File: config.mk
export PLATFORM = sky130hd
export DESIGN_NAME = sequential_esc_pulse_generator
export DESIGN_NICKNAME = d
export VERILOG_FILES = /design/src/sepg_pkg.sv /design/src/sepg_width_conv.sv /design/src/sequential_esc_pulse_generator.sv
export SDC_FILE = /design/constraint.sdc
export NUM_CORES = 1
export LEC_CHECK = 0
export CORE_MARGIN = 5
export CORE_UTILIZATION = 59
export CTS_CLUSTER_SIZE = 40
export DETAILED_ROUTE_END_ITERATION = 12
export DONT_BUFFER_PORTS = 1
export PLACE_DENSITY_LB_ADDON = 0.05
export RECOVER_POWER = 50
export SKIP_CTS_REPAIR_TIMING = 1
export SYNTH_ARGS = -nofsm -noshare
export SYNTH_HDL_FRONTEND = slang
export SYNTH_HIERARCHICAL = 1
export SYNTH_SLANG_ARGS = --single-unit
File: constraint.sdc
create_clock -name i_clk -period 7.15 [get_ports i_clk]
set_input_delay 0.715 -clock i_clk [delete_from_list [all_inputs] [get_ports i_clk]]
set_output_delay 0.715 -clock i_clk [all_outputs]
set_load 0.05 [all_outputs]
File: src/sepg_pkg.sv
// Shared types, constants and field layout for the sequential ESC pulse generator.
`default_nettype none

package sepg_pkg;

    localparam int MOTOR_COUNT = 4;
    localparam int COUNT_WIDTH = 16;
    localparam int MOTOR_IDX_W = (MOTOR_COUNT > 1) ? $clog2(MOTOR_COUNT) : 1;

    localparam int US_W    = 12;
    localparam int TPU_W   = 7;
    localparam int OP_W    = 2;
    localparam int IDX_W   = 2;
    localparam int PINS_W  = 4;
    localparam int PROD_W  = US_W + TPU_W;

    localparam int S_DATA_W = 16;   // motor_index + pulse_us, padded to bytes
    localparam int M_DATA_W = 8;    // motor_pins + max_warning + switched, padded
    localparam int APB_AW   = 4;
    localparam int APB_DW   = 32;

    localparam logic [US_W-1:0]  MIN_US_RST = US_W'(1000);
    localparam logic [US_W-1:0]  MAX_US_RST = US_W'(2000);
    localparam logic [TPU_W-1:0] TPU_RST    = TPU_W'(16);

    localparam logic [COUNT_WIDTH-1:0] CNT_MAX = {COUNT_WIDTH{1'b1}};
    localparam longint WIDTH_RST_FULL = longint'(1000) * longint'(16);
    localparam logic [COUNT_WIDTH-1:0] WIDTH_RST =
        (WIDTH_RST_FULL > longint'(CNT_MAX)) ? CNT_MAX : COUNT_WIDTH'(WIDTH_RST_FULL);

    // register indexes (word address bits)
    localparam logic [1:0] REG_MIN_US = 2'd0;
    localparam logic [1:0] REG_MAX_US = 2'd1;
    localparam logic [1:0] REG_TPU    = 2'd2;

    typedef enum logic [OP_W-1:0] {
        OP_TICK  = 2'd0,
        OP_SPEED = 2'd1,
        OP_IDLE  = 2'd2
    } t_op;

    typedef logic [COUNT_WIDTH-1:0] t_ticks;

    typedef struct packed {
        logic [US_W-1:0]  min_us;
        logic [US_W-1:0]  max_us;
        logic [TPU_W-1:0] tpu;
    } t_cfg;

endpackage

`default_nettype wire

File: src/sepg_width_conv.sv
// Clamp a requested width to the min/max window and convert it to saturated ticks.
`default_nettype none

module sepg_width_conv (
    input  wire sepg_pkg::t_cfg               i_cfg,
    input  wire logic [sepg_pkg::US_W-1:0]    i_req_us,
    input  wire logic                         i_use_min,
    output sepg_pkg::t_ticks                  o_ticks,
    output logic                              o_warn
);
    import sepg_pkg::*;

    logic [US_W-1:0]   us_sel;
    logic [PROD_W-1:0] prod;

    // minimum test first, so with min above max a request below the minimum still yields the minimum
    always_comb begin
        o_warn = 1'b0;
        if (i_use_min || (i_req_us < i_cfg.min_us)) begin
            us_sel = i_cfg.min_us;
        end else if (i_req_us > i_cfg.max_us) begin
            us_sel = i_cfg.max_us;
            o_warn = 1'b1;
        end else begin
            us_sel = i_req_us;
        end
    end

    assign prod = PROD_W'(us_sel) * PROD_W'(i_cfg.tpu);

    always_comb begin
        if (PROD_W > COUNT_WIDTH) begin
            o_ticks = (prod > PROD_W'(CNT_MAX)) ? CNT_MAX : COUNT_WIDTH'(prod);
        end else begin
            o_ticks = COUNT_WIDTH'(prod);
        end
    end

endmodule

`default_nettype wire

File: src/sequential_esc_pulse_generator.sv
// Top level: four ESC pulse pins driven in turn from one tick counter.
`default_nettype none

// Channel    | Dir | Handshake              | Payload
// -----------+-----+------------------------+---------------------------------------
// stream in  | in  | i_s_tvalid/o_s_tready  | tuser: operation; tdata: index, pulse_us
// stream out | out | o_m_tvalid/i_m_tready  | tdata: motor_pins, max_warning, switched
// config     | in  | i_psel/i_penable/APB   | min_pulse_us, max_pulse_us, ticks_per_us
//
// One result transfer per input transfer; a new item is taken every cycle
// unless stalled. Path: input register, then one pass of clamp, multiply
// and counter compare into the result register. The 12x7 multiply sets
// the cycle. A stalled output holds the result and back-pressures via the
// input register only once both are full. Synchronous reset restores the
// default registers, loads every width and the compare with 1000 us x 16.

module sequential_esc_pulse_generator (
    input  wire logic                              i_clk,
    input  wire logic                              i_rst_n,
    // stream in
    input  wire logic                              i_s_tvalid,
    output logic                                   o_s_tready,
    input  wire logic [sepg_pkg::S_DATA_W-1:0]     i_s_tdata,  // [1:0] motor_index, [13:2] pulse_us
    input  wire logic [sepg_pkg::OP_W-1:0]         i_s_tuser,  // [1:0] operation
    // stream out
    output logic                                   o_m_tvalid,
    input  wire logic                              i_m_tready,
    output logic [sepg_pkg::M_DATA_W-1:0]          o_m_tdata,  // [3:0] motor_pins, [4] max_warning,
                                                               // [5] switched
    // APB config
    input  wire logic                              i_psel,
    input  wire logic                              i_penable,
    input  wire logic                              i_pwrite,
    input  wire logic [sepg_pkg::APB_AW-1:0]       i_paddr,
    input  wire logic [sepg_pkg::APB_DW-1:0]       i_pwdata,
    output logic [sepg_pkg::APB_DW-1:0]            o_prdata,
    output logic                                   o_pready
);
    import sepg_pkg::*;

    // ---------------- configuration registers ----------------
    t_cfg       r_cfg;
    logic       cfg_wr;
    logic [1:0] cfg_sel;

    assign o_pready = 1'b1;
    assign cfg_wr   = i_psel && i_penable && i_pwrite;
    assign cfg_sel  = i_paddr[3:2];

    always_ff @(posedge i_clk) begin
        if (!i_rst_n) begin
            r_cfg.min_us <= MIN_US_RST;
            r_cfg.max_us <= MAX_US_RST;
            r_cfg.tpu    <= TPU_RST;
        end else if (cfg_wr) begin
            case (cfg_sel)
                REG_MIN_US: r_cfg.min_us <= i_pwdata[US_W-1:0];
                REG_MAX_US: r_cfg.max_us <= i_pwdata[US_W-1:0];
                REG_TPU:    r_cfg.tpu    <= i_pwdata[TPU_W-1:0];
                default:    ;
            endcase
        end
    end

    always_comb begin
        case (cfg_sel)
            REG_MIN_US: o_prdata = APB_DW'(r_cfg.min_us);
            REG_MAX_US: o_prdata = APB_DW'(r_cfg.max_us);
            REG_TPU:    o_prdata = APB_DW'(r_cfg.tpu);
            default:    o_prdata = '0;
        endcase
    end

    // ---------------- input register ----------------
    logic             r_in_valid;
    logic [OP_W-1:0]  r_op;
    logic [IDX_W-1:0] r_idx;
    logic [US_W-1:0]  r_req_us;
    logic             advance;

    // item in the input register moves on when the result slot is free or draining
    assign advance    = r_in_valid && (!o_m_tvalid || i_m_tready);
    assign o_s_tready = !r_in_valid || advance;

    always_ff @(posedge i_clk) begin
        if (!i_rst_n) begin
            r_in_valid <= 1'b0;
        end else if (o_s_tready) begin
            r_in_valid <= i_s_tvalid;
        end
    end

    always_ff @(posedge i_clk) begin
        if (o_s_tready && i_s_tvalid) begin
            r_op     <= i_s_tuser;
            r_idx    <= i_s_tdata[IDX_W-1:0];
            r_req_us <= i_s_tdata[IDX_W +: US_W];
        end
    end

    // ---------------- pulse state ----------------
    t_ticks                  r_width [MOTOR_COUNT];
    t_ticks                  r_count;
    t_ticks                  r_compare;
    logic [MOTOR_IDX_W-1:0]  r_active;
    logic                    r_started;
    logic [MOTOR_COUNT-1:0]  r_pins;

    t_ticks                  n_count;
    t_ticks                  n_compare;
    logic [MOTOR_IDX_W-1:0]  n_active;
    logic                    n_started;
    logic [MOTOR_COUNT-1:0]  n_pins;
    logic                    n_warn;
    logic                    n_switched;
    logic                    wr_one;
    logic                    wr_all;
    logic [MOTOR_IDX_W-1:0]  wr_idx;

    t_ticks                  conv_ticks;
    logic                    conv_warn;
    t_ticks                  cnt_inc;
    logic [MOTOR_IDX_W-1:0]  base_motor;
    logic [MOTOR_IDX_W-1:0]  next_motor;

    sepg_width_conv u_conv (
        .i_cfg     (r_cfg),
        .i_req_us  (r_req_us),
        .i_use_min (t_op'(r_op) == OP_IDLE),
        .o_ticks   (conv_ticks),
        .o_warn    (conv_warn)
    );

    assign cnt_inc    = r_count + COUNT_WIDTH'(1);
    // first match parks on motor 0 and switches straight on to motor 1
    assign base_motor = r_started ? r_active : '0;
    assign next_motor = (base_motor == MOTOR_IDX_W'(MOTOR_COUNT - 1))
                        ? '0 : base_motor + MOTOR_IDX_W'(1);
    assign wr_idx     = MOTOR_IDX_W'(r_idx);

    always_comb begin
        n_count    = r_count;
        n_compare  = r_compare;
        n_active   = r_active;
        n_started  = r_started;
        n_pins     = r_pins;
        n_warn     = 1'b0;
        n_switched = 1'b0;
        wr_one     = 1'b0;
        wr_all     = 1'b0;
        case (t_op'(r_op))
            OP_TICK: begin
                n_count = cnt_inc;
                if (cnt_inc == r_compare) begin
                    n_started  = 1'b1;
                    n_active   = next_motor;
                    n_pins     = MOTOR_COUNT'(1) << next_motor;
                    n_compare  = r_width[next_motor];
                    n_count    = '0;
                    n_switched = 1'b1;
                end
            end
            OP_SPEED: begin
                if (32'(r_idx) < MOTOR_COUNT) begin
                    wr_one = 1'b1;
                    n_warn = conv_warn;
                end
            end
            OP_IDLE: begin
                wr_all = 1'b1;
            end
            default: ;
        endcase
    end

    always_ff @(posedge i_clk) begin
        if (!i_rst_n) begin
            for (int k = 0; k < MOTOR_COUNT; k++) begin
                r_width[k] <= WIDTH_RST;
            end
            r_count   <= '0;
            r_compare <= WIDTH_RST;
            r_active  <= '0;
            r_started <= 1'b0;
            r_pins    <= '0;
        end else if (advance) begin
            for (int k = 0; k < MOTOR_COUNT; k++) begin
                if (wr_all || (wr_one && (wr_idx == MOTOR_IDX_W'(k)))) begin
                    r_width[k] <= conv_ticks;
                end
            end
            r_count   <= n_count;
            r_compare <= n_compare;
            r_active  <= n_active;
            r_started <= n_started;
            r_pins    <= n_pins;
        end
    end

    // ---------------- result register ----------------
    logic                r_out_valid;
    logic [M_DATA_W-1:0] r_out_data;

    always_ff @(posedge i_clk) begin
        if (!i_rst_n) begin
            r_out_valid <= 1'b0;
        end else if (advance) begin
            r_out_valid <= 1'b1;
        end else if (i_m_tready) begin
            r_out_valid <= 1'b0;
        end
    end

    always_ff @(posedge i_clk) begin
        if (advance) begin
            r_out_data <= M_DATA_W'({n_switched, n_warn, PINS_W'(n_pins)});
        end
    end

    assign o_m_tvalid = r_out_valid;
    assign o_m_tdata  = r_out_data;

endmodule

`default_nettype wire

==> results of run 1 <==
==> cell usage after synthesis, types with 42 or more instances <==
master    count  area [sq um]
a21oi_1      42           210
and2_1      104           651
dfxtp_1      72          1440
edfxtp_1     86          2580
fa_1         49           981
ha_1         65           813
inv_1        95           357
mux2i_1      47           470
nand2_1     151           567
nand3_1      54           270
nor2_1       44           165
o21ai_0      43           215
==> routing by layer <==
layer  GRT usage [%]  vias up
met5               0        -
met4            6.01        4
met3            4.29       29
met2            38.0      212
met1            34.8     4122
li1                -     4081
==> sequential cells by signal (all words and copies together), names as in the netlist <==
signal and cells:
r_width 64, r_cfg 31, r_compare 16, r_count 16, r_req_us 12, o_m_tdata 6
r_pins 4, r_active 2, r_idx 2, r_op 2, o_m_tvalid 1, r_in_valid 1
r_started 1
==> worst paths after layout <==
check	start	to	slack, ns
setup / recovery	r_req_us[7]$_DFFE_PP_	r_width[2][10]$_SDFFCE_PN1P_	0.08
hold reg to reg	r_active[0]$_SDFFE_PN0P_	r_active[0]$_SDFFE_PN0P_	0.46
hold / removal	i_rst_n	r_cfg[4]$_SDFFE_PN1P_	0.37
setup reg to reg	r_req_us[7]$_DFFE_PP_	r_width[2][10]$_SDFFCE_PN1P_	0.08
==> final cells by class <==
| class | instances | share of cell area [%] |
|---|---|---|
| clock buffer | 18 | 3.26 |
| clock inverter | 14 | 0.952 |
| inverter | 96 | 2.74 |
| multi-input combinational | 853 | 53.4 |
| sequential | 158 | 30.6 |
| tap | 234 | 2.23 |
| timing repair buffer | 111 | 6.81 |
==> cell families (layout without fill, tap and decap cells) <==
| kind of cell | count (synthesis) | in the layout | synth area share [%] |
|---|---|---|---|
| fa+ha+maj | 114 | 114 | 16.0 |
| buf+inv | 171 | 239 | 6.96 |
| other cells | 2 | 23 | 0.0671 |
| xor+xnor | 34 | 34 | 2.73 |
| mux | 74 | 74 | 8.62 |
| compound gates | 148 | 148 | 8.42 |
| flops | 158 | 158 | 36.0 |
| simple gates | 460 | 460 | 21.2 |
==> through the flow <==
step / power (mW) / cell area [sq um] / TNS, ns / std cells / hold WS, ns
floorplan: 1.27 / 11300 / 0 / 1182 / 0.438
global route: 2.39 / 13100 / -5.21 / 1484 / 0.359
CTS: 2.23 / 12400 / -20.01 / 1466 / 0.356
finish: 2.30 / 13100 / 0 / 1484 / 0.371
detailed placement: 1.38 / 11900 / -17.60 / 1434 / 0.453
global placement: 1.38 / 11900 / -12.68 / 1434 / 0.448
==> where the power goes <==
group	switching, mW	leakage [nW]	internal (mW)
sequential	0.0244	1.38	0.983
combinational	0.251	3.76	0.182
clock	0.398	0.259	0.457
total	0.673	5.40	1.62
==> key figures, run 1 <==
Global routing
  – Global-route wire length before repair: 42200 microns
  – Antenna violations before repair: 2
  – Gr ovfl total: 0
  – Vias in the first global route: 8023
  – GRT Total Usage: 24.1%
  – Pin count of the biggest net entering global routing: 49

Detailed routing
  – First DRT Iteration DRCs: 517
  – DRC viols: 0
  – WL met2: 12700 microns
  – Met3 wire len: 1530 microns
  – M1 WL: 12100 microns
  – Wire per inst: 18.1 microns
  – Top Layer Used: met5
  – WL final: 26800 microns
  – Vias/cell: 5.69
  – Initial DRT Pass Iterations: 5
  – Via count: 8448
  – Post-DRT Antenna Nets: 0

Floorplan
  – # IOs: 104
  – DIE WIDTH: 148 microns
  – Die Span Y: 148 microns
  – Core Rows: 50
  – CORE AREA: 18700 sq um
  – Starting density of the core: 59.8%
  – Die area: 21800 sq um

Setup path
  – WS Path Type: flip-flop to flip-flop
  – Critical path arrival: 7.24 ns
  – Critical path required time: 7.32 ns
  – Family with the most delay on the worst path: adder cells
  – CP endpoint kind: flip-flop
  – R2R depth: 29
  – Crit path launch type: flip-flop
  – Most used cell, CP: fa_1
  – Crit path max fanout: 7
  – Buffers plus inverters on the worst setup path: 8
  – Worst path depth: 29
  – Critical Path Max Stage Delay: 0.51 ns
  – Slowest cell on the critical path: fa_1

Synthesis
  – Avg Cell Area, Syn: 9.64 sq um
  – Synth Cell Area: 11200 sq um
  – Post-synth EDFFs: 86
  – Yosys warning total: 6
  – Synthesized flop and latch total: 158
  – Post-synth top flop: edfxtp_1
  – Seq/Total Area, Yosys: 36.0%
  – Gate Count Post-Synth: 1161
  – Unique cell type count in the Yosys netlist: 68
  – Post-synth ARST share: 0%

Min path
  – Cells on Worst Hold Path: 1
  – Hold Path Class: input pin to flip-flop

Final layout
  – Total Nets Final: 1412
  – Commonest cells after routing, fill and taps aside: 136 x nand2_1, 95 x and2_1, 86 x edfxtp_1, 86 x buf_4, 84 x inv_1
  – Commonest non-fill, non-tap cell in the layout: nand2_1
  – Share of layout cells above drive strength 1: 21.2%
  – # diodes: 0
  – Fillers: 1466
  – Area Growth Syn to Fin: 17.5%
  – Multi-input logic area: 7020 sq um
  – Fin util: 70.3%
  – Register Area: 4020 sq um

STA
  – Final Hold Violating Endpoints: 0
  – Worst slew pin tran: 1.12 ns
  – Slew headroom: 25.0%
  – Final Critical Period: 7.07 ns
  – Unrepaired setup endpoints after global routing: yes
  – Worst clock skew: 0.0124 ns
  – Period utilisation layout: 98.8%
  – Final setup viols: 0
  – PnR worst setup slack: 0.0826 ns
  – Slew Limit Fails: 0
  – Highest clock rate: 141 MHz

CTS
  – Clock Pin Slew Worst Setup and Hold Paths: 0.07 ns
  – Clock buffer depth: 2
  – CTS Sinks: 158
  – Num CTS Buffers: 17
  – Clock latency on the worst-skew pair: 0.43 ns
  – CTS root buf: clkbuf_16
  – H-tree depth: 4
  – CTS tree: yes

Placed design
  – Placer congestion estimate: 0.910
  – HPWL after DPL: 18600 microns
  – Buffers on Ports: 0
  – Setup Slack @ Placement: -0.386 ns

Power
  – Worst vdd ir: 138 uV
  – Pwr/cell area: 175 nW/um^2
  – Static leakage: 5.40 nW

Flow run
  – MaxCap Viol Count: 0

Status
  – Outcome: complete, no violations
(Power assumes the default switching activity.)
==> run 2, diff against run 1 <==
--- a/config.mk
+++ b/config.mk
@@ -5,12 +5,13 @@
 export SDC_FILE = /design/constraint.sdc
 export NUM_CORES = 1
 export LEC_CHECK = 0
+export ABC_CLOCK_PERIOD_IN_PS = 5800
 export CORE_MARGIN = 5
 export CORE_UTILIZATION = 59
 export CTS_CLUSTER_SIZE = 40
 export DETAILED_ROUTE_END_ITERATION = 12
 export DONT_BUFFER_PORTS = 1
-export PLACE_DENSITY_LB_ADDON = 0.05
+export PLACE_DENSITY = 0.78
 export RECOVER_POWER = 50
 export SKIP_CTS_REPAIR_TIMING = 1
 export SYNTH_ARGS = -nofsm -noshare
==> constraint.sdc (replaced) <==
create_clock -name i_clk -period 5.8 [get_ports i_clk]
set_input_delay 0.58 -clock i_clk [delete_from_list [all_inputs] [get_ports i_clk]]
set_output_delay 0.58 -clock i_clk [all_outputs]
set_load 0.05 [all_outputs]
==> key figures, run 2 (same netlist as run 1, synthesis figures left out) <==
STA
  – Slew Limit Fails: 13
  – Fin Hold WS: 0.236 ns
  – Final Hold Violating Endpoints: 0
  – Final Critical Period: 7.07 ns
  – PnR worst setup slack: -1.27 ns
  – Worst slew pin tran: 1.90 ns
  – Worst clock skew: 0.0112 ns
  – Period utilisation layout: 122%
  – Highest clock rate: 141 MHz
  – Slew headroom: -27.6%
  – Unrepaired setup endpoints after global routing: yes
  – Final setup viols: 64

Final layout
  – Area Growth Syn to Fin: 18.7%
  – Commonest cells after routing, fill and taps aside: 140 x nand2_1, 111 x buf_4, 91 x and2_1, 91 x inv_1, 86 x edfxtp_1
  – Commonest non-fill, non-tap cell in the layout: nand2_1
  – # diodes: 0
  – Biggest regs: r_width x64, r_cfg x31
  – Multi-input logic area: 6960 sq um
  – Max reg flops: 64
  – Final Instance Area: 13300 sq um
  – Register Area: 4030 sq um
  – Total Nets Final: 1427
  – Fin cells: 1499
  – Largest Register: r_width
  – Share of layout cells above drive strength 1: 21.7%
  – Fillers: 1272

Power
  – Worst vdd ir: 171 uV
  – Pwr/cell area: 225 nW/um^2
  – Total Power: 2.99 mW
  – Internal power: 2.20 mW
  – Clock share of power: 41.1%
  – Switch Pwr: 0.795 mW
  – Sequential Power Share: 41.5%
  – Switch share: 26.6%
  – Comb pwr share: 17.3%
  – Static leakage: 5.55 nW

Min path
  – Cells on Worst Hold Path: 1
  – Hold Path Class: input pin to flip-flop
  – Worst hold endpoint: r_cfg[4]$_SDFFE_PN1P_
  – Hold Startpoint: i_rst_n

Detailed routing
  – M1 WL: 11600 microns
  – DRC viols: 0
  – Initial DRT Pass Iterations: 6
  – Met3 wire len: 2210 microns
  – Top Layer Used: met4
  – WL met2: 13900 microns
  – Via count: 8828
  – Wire per inst: 18.9 microns
  – Vias/cell: 5.89
  – WL final: 28300 microns
  – First DRT Iteration DRCs: 692
  – Post-DRT Antenna Nets: 0

Setup path
  – RR Endpoint: r_width[0][7]$_SDFFCE_PN1P_
  – Slowest cell on the critical path: fa_1
  – Crit path launch type: flip-flop
  – Buffers plus inverters on the worst setup path: 7
  – R2R depth: 28
  – Most used cell, CP: fa_1
  – R2R setup slack: -1.27 ns
  – WS Path Type: flip-flop to flip-flop
  – Critical Path Max Stage Delay: 0.56 ns
  – Reg2Reg Launch Point: r_req_us[7]$_DFFE_PP_
  – Crit path max fanout: 8
  – Family with the most delay on the worst path: adder cells
  – CP endpoint kind: flip-flop
  – Critical path required time: 5.97 ns
  – Critical path arrival: 7.24 ns

Global routing
  – Pin count of the biggest net entering global routing: 49
  – Gr ovfl total: 0
  – GRT Total Usage: 25.4%
  – Global-route wire length before repair: 44300 microns
  – Antenna violations before repair: 0
  – Vias in the first global route: 8552

Floorplan
  – DIE WIDTH: 148 microns
  – Die area: 21800 sq um
  – Die Span Y: 148 microns
  – # IOs: 104
  – Starting density of the core: 59.8%
  – CORE AREA: 18700 sq um
  – Core Rows: 50

Status
  – Outcome: finished, violations left
  – Failing checks: max-capacitance violations, max-slew violations, negative setup slack

Placed design
  – Placed cell area: 12300 sq um
  – Buffers on Ports: 0
  – HPWL after DPL: 19400 microns
  – Placer congestion estimate: 0.887
  – Placed cell count: 1457
  – Setup Slack @ Placement: -1.24 ns

CTS
  – Clock latency on the worst-skew pair: 0.43 ns
  – Num CTS Buffers: 17
  – H-tree depth: 4
  – CTS Sinks: 158
  – CTS root buf: clkbuf_16
  – CTS tree: yes
  – Clock Pin Slew Worst Setup and Hold Paths: 0.06 ns
  – Clock buffer depth: 2

Flow run
  – MaxCap Viol Count: 2
run 2: worst reg2reg max path, delay by kind of cell (launching register included):
family / cells / cell delay [ns]
muxes: 1 / 0.22
AOI/OAI and AO/OA: 10 / 1.87
and+or+nand+nor: 4 / 1.00
buffers and inverters: 7 / 0.73
DFF: 1 / 0.50
adders and majority gates: 6 / 2.53
run 2: layout make-up:
| class | count | area share (%) |
|---|---|---|
| repair buffers | 126 | 7.54 |
| well taps | 234 | 2.20 |
| clock inverters | 11 | 1.32 |
| inverters | 96 | 2.71 |
| clock buffers | 21 | 3.55 |
| flip-flops and latches | 158 | 30.3 |
| multi-input cells | 853 | 52.4 |
run 2: layer usage:
layer,up-vias,GRT usage (%)
met5,-,0
met4,0,7.22
met3,54,5.21
met2,361,40.9
met1,4303,35.1
li1,4110,-
run 2: through the flow:
step           TNS, ns  utilization [%]
6_report        -77.50             71.0
4_1_cts         -78.62             69.3
2_1_floorplan   -42.77                -
5_1_grt         -92.58             71.0
3_5_place_dp    -76.35             65.8
3_3_place_gp    -68.84             65.8
run 2: power by group through the flow:
stage | combinational [mW] | sequential [mW] | clock [mW]
2_1_floorplan | 0.340 | 1.26 | 0
3_3_place_gp | 0.464 | 1.26 | 0
3_5_place_dp | 0.472 | 1.26 | 0
4_1_cts | 0.475 | 1.24 | 1.24
5_1_grt | 0.564 | 1.24 | 1.29
6_report | 0.519 | 1.24 | 1.23
run 2: worst max path at each step:
stage / start / to / slack [ns] / cells past startpoint
after floorplan: r_req_us[5]$_DFFE_PP_ / r_width[0][10]$_SDFFCE_PN1P_ / -0.79 / 25
after global placement: r_req_us[7]$_DFFE_PP_ / r_width[0][11]$_SDFFCE_PN1P_ / -1.12 / 26
after detailed placement: r_req_us[7]$_DFFE_PP_ / r_width[3][11]$_SDFFCE_PN1P_ / -1.24 / 27
after CTS: r_req_us[5]$_DFFE_PP_ / r_width[3][11]$_SDFFCE_PN1P_ / -1.28 / 27
after global routing: r_req_us[7]$_DFFE_PP_ / r_width[1][11]$_SDFFCE_PN1P_ / -1.50 / 28
final: r_req_us[7]$_DFFE_PP_ / r_width[0][7]$_SDFFCE_PN1P_ / -1.27 / 28
